File: src/hdl/scot_divider.sv
// Restoring divider: quotient = floor(num * 65536 / den) for 0 < num < den.
module scot_divider #(
   parameter int W = 34
) (
   input  logic          clock,
   input  logic          reset,
   input  logic          start,
   input  logic [W-1:0]  num,
   input  logic [W-1:0]  den,
   output logic          done,
   output logic [15:0]   quot
);
   logic [W:0]   rem_ff, rem_in;
   logic [W-1:0] den_ff, den_in;
   logic [15:0]  q_ff, q_in;
   logic [4:0]   cnt_ff, cnt_in;
   logic         busy_ff, busy_in;
   logic [W+1:0] sh;
   logic [W+1:0] diff;

   // One quotient bit per cycle.
   always_comb begin
      rem_in  = rem_ff;
      den_in  = den_ff;
      q_in    = q_ff;
      cnt_in  = cnt_ff;
      busy_in = busy_ff;
      done    = 1'b0;
      sh      = {rem_ff, 1'b0};
      diff    = sh - {2'b00, den_ff};
      if (start) begin
         rem_in  = {1'b0, num};
         den_in  = den;
         cnt_in  = 5'd0;
         busy_in = 1'b1;
      end else if (busy_ff) begin
         if (!diff[W+1]) begin
            rem_in = diff[W:0];
            q_in   = {q_ff[14:0], 1'b1};
         end else begin
            rem_in = sh[W:0];
            q_in   = {q_ff[14:0], 1'b0};
         end
         cnt_in = cnt_ff + 5'd1;
         if (cnt_ff == 5'd15) begin
            busy_in = 1'b0;
            done    = 1'b1;
         end
      end
   end
   assign quot = q_in;

   always_ff @(posedge clock) begin
      if (reset) begin
         busy_ff <= 1'b0;
         cnt_ff  <= 5'd0;
      end else begin
         busy_ff <= busy_in;
         cnt_ff  <= cnt_in;
      end
      rem_ff <= rem_in;
      den_ff <= den_in;
      q_ff   <= q_in;
   end
endmodule

File: config.mk
export PLATFORM = sky130hd
export DESIGN_NAME = scot_divider
export DESIGN_NICKNAME = d
export VERILOG_FILES = /design/src/hdl/scot_divider.sv
export SDC_FILE = /design/constraint.sdc
export NUM_CORES = 1
export LEC_CHECK = 0
export BUFFER_PORTS_ARGS = -buffer_cell sky130_fd_sc_hd__buf_2
export CELL_PAD_IN_SITES_DETAIL_PLACEMENT = 0
export CELL_PAD_IN_SITES_GLOBAL_PLACEMENT = 1
export CORE_ASPECT_RATIO = 1.75
export CORE_UTILIZATION = 35
export DETAILED_ROUTE_END_ITERATION = 8
export GPL_ROUTABILITY_DRIVEN = 0
export PLACE_DENSITY = 0.66
export SLEW_MARGIN = 5
export SYNTH_ARGS = -nofsm -noshare
export SYNTH_HDL_FRONTEND = slang
export SYNTH_SLANG_ARGS = --single-unit
File: constraint.sdc
create_clock -name clock -period 2.8 [get_ports clock]
set_input_delay 0 -clock clock [delete_from_list [all_inputs] [get_ports clock]]
set_output_delay 0 -clock clock [all_outputs]
set_load 0.02 [all_outputs]
== Word level (Yosys, flattened, before mapping) ==
Cells that the tools add are included.

* $add $sub $neg: 2
* Multipliers: 0
* Divide/modulo/power cells: 0
* $lt $le $gt $ge: 0
* Equal/unequal tests: 1
* Shifts and indexed selects: 0
* Mux-type cells: 12
* Bitwise gates (word level): 0
* Reductions and logical operators: 2

{| class="wikitable"
|+ Operator list
! kind !! count
|-
| $mux 34 || 2
|-
| $sub 36x34->36 || 1
|-
| $mux 35 || 1
|-
| $mux 16 || 2
|-
| $mux 1 || 7
|-
| $add 5x1->5 const B || 1
|-
| $eq 5x4->1 const B || 1
|-
| $reduce_bool 2->1 || 1
|-
| $reduce_or 2->1 || 1
|}

* Register bits after elaboration: 91
* Bits in latches: 0
* Bits in writable memories: 0
* Bits in read-only memories: 0
* Bits of input ports: 71
* Output and inout port bits: 17
* Word-level logic and storage cells: 23
* Memories: 0

== Logic depth before layout (Yosys ltp) ==
* Word-level depth: 4
* Mapped depth: 13

== Worst setup path after synthesis ==
OpenSTA, ideal clock, no wires.

* Path kind: flip-flop to flip-flop
* Start point: register rem_ff[23]
* End point: register rem_ff[17], data pin
* Arrival: 2563 ps
* Slack: -24 ps
* Stages on the path, launching flop included: 12
* Buffers on the path: 2
* Clock period less this slack: 2824 ps
* Cell sequence: edfxtp_1 -> ha_1 -> buf_6 -> a21o_1 -> a21o_1 -> a221oi_2 -> o31ai_4 -> mux2i_4 -> and2_1 -> buf_6 -> and3_1 -> o32a_1

* Longest elaborated chain between the ends: 4

{| class="wikitable"
|+ RTL lines
! what !! line !! RTL
|-
| start: declaration || 13 || <nowiki>logic [W:0] rem_ff, rem_in;</nowiki>
|-
| start signal: assignment || 61 || <nowiki>rem_ff <= rem_in;</nowiki>
|-
| $sub 36x34->36 || 30 || <nowiki>diff = sh - {2'b00, den_ff};</nowiki>
|-
| $mux 35 || 37 || <nowiki>if (!diff[W+1]) begin</nowiki>
|-
| $mux 34 || 36 || <nowiki>end else if (busy_ff) begin</nowiki>
|-
| $mux 34 || 31 || <nowiki>if (start) begin</nowiki>
|-
| net rem_in[17] || 13 ||
|}

The timed path passes the listed nets, and every way through them passes these cells. The select of a mux whose other input is x is not followed.
A chain may end at the register's enable or synchronous reset.

== Worst setup path after layout ==
* Start point: register rem_ff[13]
* End point: register rem_ff[4], data pin

Same word-level chain as after synthesis.

==> summary.md <==
| Metric | Value |
|---|---|
| Outcome | complete, but fails checks |
| Failing checks | DRC, hold timing, setup timing |
| RR Startpoint | rem_ff[13] |
| Reg2Reg Setup Slack | -0.14 ns |
| Die X | ~100 um |
| Initial DRC Count | approximately 150 |
| WP data required | around 2.9 ns |
| Share of post-route cells with drive strength above 1 | 40.76% |
| Multi-input gate area | approximately 3400 um^2 |
| CP Class | register to register |
| Post-Syn Nets | 674 |
| Pins over their slew limit | 0 |
| DR WL/cell | 15.43 um |
| Final Hold Vio Count | 1 |
| Yosys top cell area share | a little over a third |
| Root Driver | clkbuf_16 |
| Max_cap viols | 0 |
| Leak pwr | around 3.8 nW |
| Max clock buf depth | 2 |
| CP Launch Type | register |
| Yosys warning total | 0 |
| Crit path to | rem_ff[4] |
| Top post-synthesis cells by count | edfxtp_1, nand2_1, inv_1 |
| RR Endpoint | rem_ff[4] |
| Ys async rst share | 0% |
| ANT cells | 0 |
| Area Growth Syn to Fin | 56.05% |
| Worst min path class | primary input to register |
| Core Region | approximately 16000 um^2 |
| Sequential fraction of the synthesis area | about 44% |
| Clk pin slew, worst setup/hold paths | 0.07 ns |
| Vias per inst | around 5 |
| Util after Layout | around 56% |
| CP arrival | slightly above 3 ns |
| Largest net degree at the start of global routing | 50 |
| Initial core utilization | 35.67% |
| Sequential cell area | between 2000 and 3000 um^2 |
| Detailed Place HPWL | 11.32 mm |
| Fin crit period | 2.941 ns |
| Top FF cell, synth | edfxtp_1 |
| Vias in the first global route | 5389 |
| Worst vdd ir | between 0.0004 and 0.0005 V |
| Most instantiated library cell after synthesis | edfxtp_1 |
| Endpoints failing setup | 23 |
| Initial antenna violation count | 0 |
| Fmax | ~340 MHz |
| DR pass1 iterations | 6 |
| Site Rows | 61 |
| Total power draw | around 8 mW |
| Worst skew pair latency | approximately 0.36 ns |
| DIE AREA | approximately 17000 um^2 |
| Die extent in y | ~170 um |
| Cts bufs inserted | 9 |
| I/O pin count | 88 |
| CP startpoint | rem_ff[13] |
| Hold Slack | -0.004054 ns |
| Worst R2R Path Depth | 13 |
| DRC Markers | 4 |
| Worst Skew | just under 0.01 ns |
| Pwr Density | 889.8 nW/um^2 |
| Vias | 5277 |
| Yosys cell types | a little under 60 |
| Final WL | 15.94 mm |
| Mapped Area | roughly 5700 um^2 |
| Final Cycle Share | 105.0% |
| CTS tree | done |
| Crit end category | register |
| Largest cells by area after synthesis | edfxtp_1, dfxtp_1, ha_1 |
| NumNets Final | 946 |
| H-tree depth | 3 |
| GRT Residual Overflow | 0 |
| Clock sinks | between 90 and 100 |
| EDFF count, synth | 68 |
| Yosys top cell by area | edfxtp_1 |
| ANT nets after route | 0 |
| Gr usage total | a little under a fifth |
| Mapped Cells | approximately 570 |
| RSZ-0062 raised after global routing | true |
| Avg Synthesized Cell Area | 9.988 um^2 |
| Crit Path Max Fanout | 5 |
| Slew of the pin with the lowest slew margin | between 0.6 and 0.7 ns |
| Port bufs | 87 |
| Filler instances | approximately 1400 |
| Setup ws final | -0.1410 ns |
| Flops & latches, synth | 91 |
| First-pass GRT wire length | approximately 25 mm |
| Slew HR | a little under 60% |
==> where the power goes <==
part	switching, mW	internal [mW]
Clock	0.591	0.625
Combinational	2.20	2.44
Sequential	0.196	1.81
==> metal layers <==
layer	GRT usage, %	share of wire, %
met5	0	0
met4	8.306	1.9
met3	2.875	2.3
met2	37.60	57
met1	18.90	39
==> state kept, by name (all words and copies together), names as in the netlist <==
register,count
cnt_ff,5
q_ff,16
busy_ff,1
rem_ff,35
den_ff,34
==> how the worst min path moves through the flow <==
stage / cells after the start / end / startpoint / slack [ns]
after floorplan: 1 / busy_ff / reset / 0.07
after global placement: 1 / den_ff[20] / den[20] / 0.18
after detailed placement: 1 / den_ff[12] / den[12] / 0.18
after CTS: 3 / rem_ff[32] / num[32] / 0.002
after global routing: 2 / rem_ff[13] / num[13] / 0.003
final: 2 / rem_ff[13] / num[13] / -0.004
==> cell families after synthesis <==
kind of cell	after synthesis	share of synthesized area, %
buffers and inverters	71	5.612
AOI/OAI and AO/OA	163	18.54
adders and majority gates	36	8.087
xor gates and xnor gates	23	3.557
and+or+nand+nor	146	12.90
muxes	37	7.114
DFF	91	44.19
==> cells in the final DEF (no fill, tap or decap), types with 13 or more instances in the layout <==
cell,instances
nor3_1,13
nor2_1,17
mux2_2,15
edfxtp_1,68
ha_4,20
ha_1,13
o21ai_1,27
dlygate4sd3_1,63
inv_1,45
buf_2,85
nand2_1,47
a21o_1,13
buf_6,15
dfxtp_1,23
buf_4,113
mux2i_1,15
a21oi_1,33
==> critical path, stage by stage, from the launching register on <==
cell and delay (ns):
edfxtp_1 0.45, ha_4 0.31, nand2_2 0.09, o21ai_2 0.15, a31oi_1 0.10, buf_4 0.15, o31ai_4 0.30, mux2i_4 0.31
and2_4 0.18, buf_6 0.13, buf_12 0.12, buf_12 0.11, mux2i_4 0.21, o21ai_1 0.08
==> through the flow <==
stage          instances  area [um^2]  setup WS, ns  hold slack [ns]  TNS, ns
6_report            1033         8837       -0.1410        -0.004054   -1.181
5_1_grt             1033         8837       -0.2689         0.002500   -5.065
4_1_cts             1014         8401       -0.1142         0.002448  -0.9887
3_5_place_dp         917         6949       -0.3062           0.1781   -7.223
3_3_place_gp         917         6949       -0.2496           0.1759   -4.445
2_1_floorplan        567         5663       0.01637          0.06907        0
==> layout make-up <==
cell class / instances / area share, %
clock buffers: 9 / 2.548
clock inverters: 7 / 0.7504
inverters: 49 / 2.081
multi-input cells: 406 / 38.92
flip-flops and latches: 91 / 28.32
well taps: 189 / 2.676
repair buffers: 282 / 24.71
==> repair_timing <==
| item | CTS | global route |
|---|---|---|
| hold endpoints to repair | 68 | 0 |
| hold buffers | 63 | 0 |
| setup buffers | 19 | 19 |
| setup endpoints to repair | 37 | 34 |
| gates cloned | 1 | 1 |
| gates resized for setup | 69 | 54 |
| pin swaps | 34 | 35 |
Power figures use the tool's default switching activity.
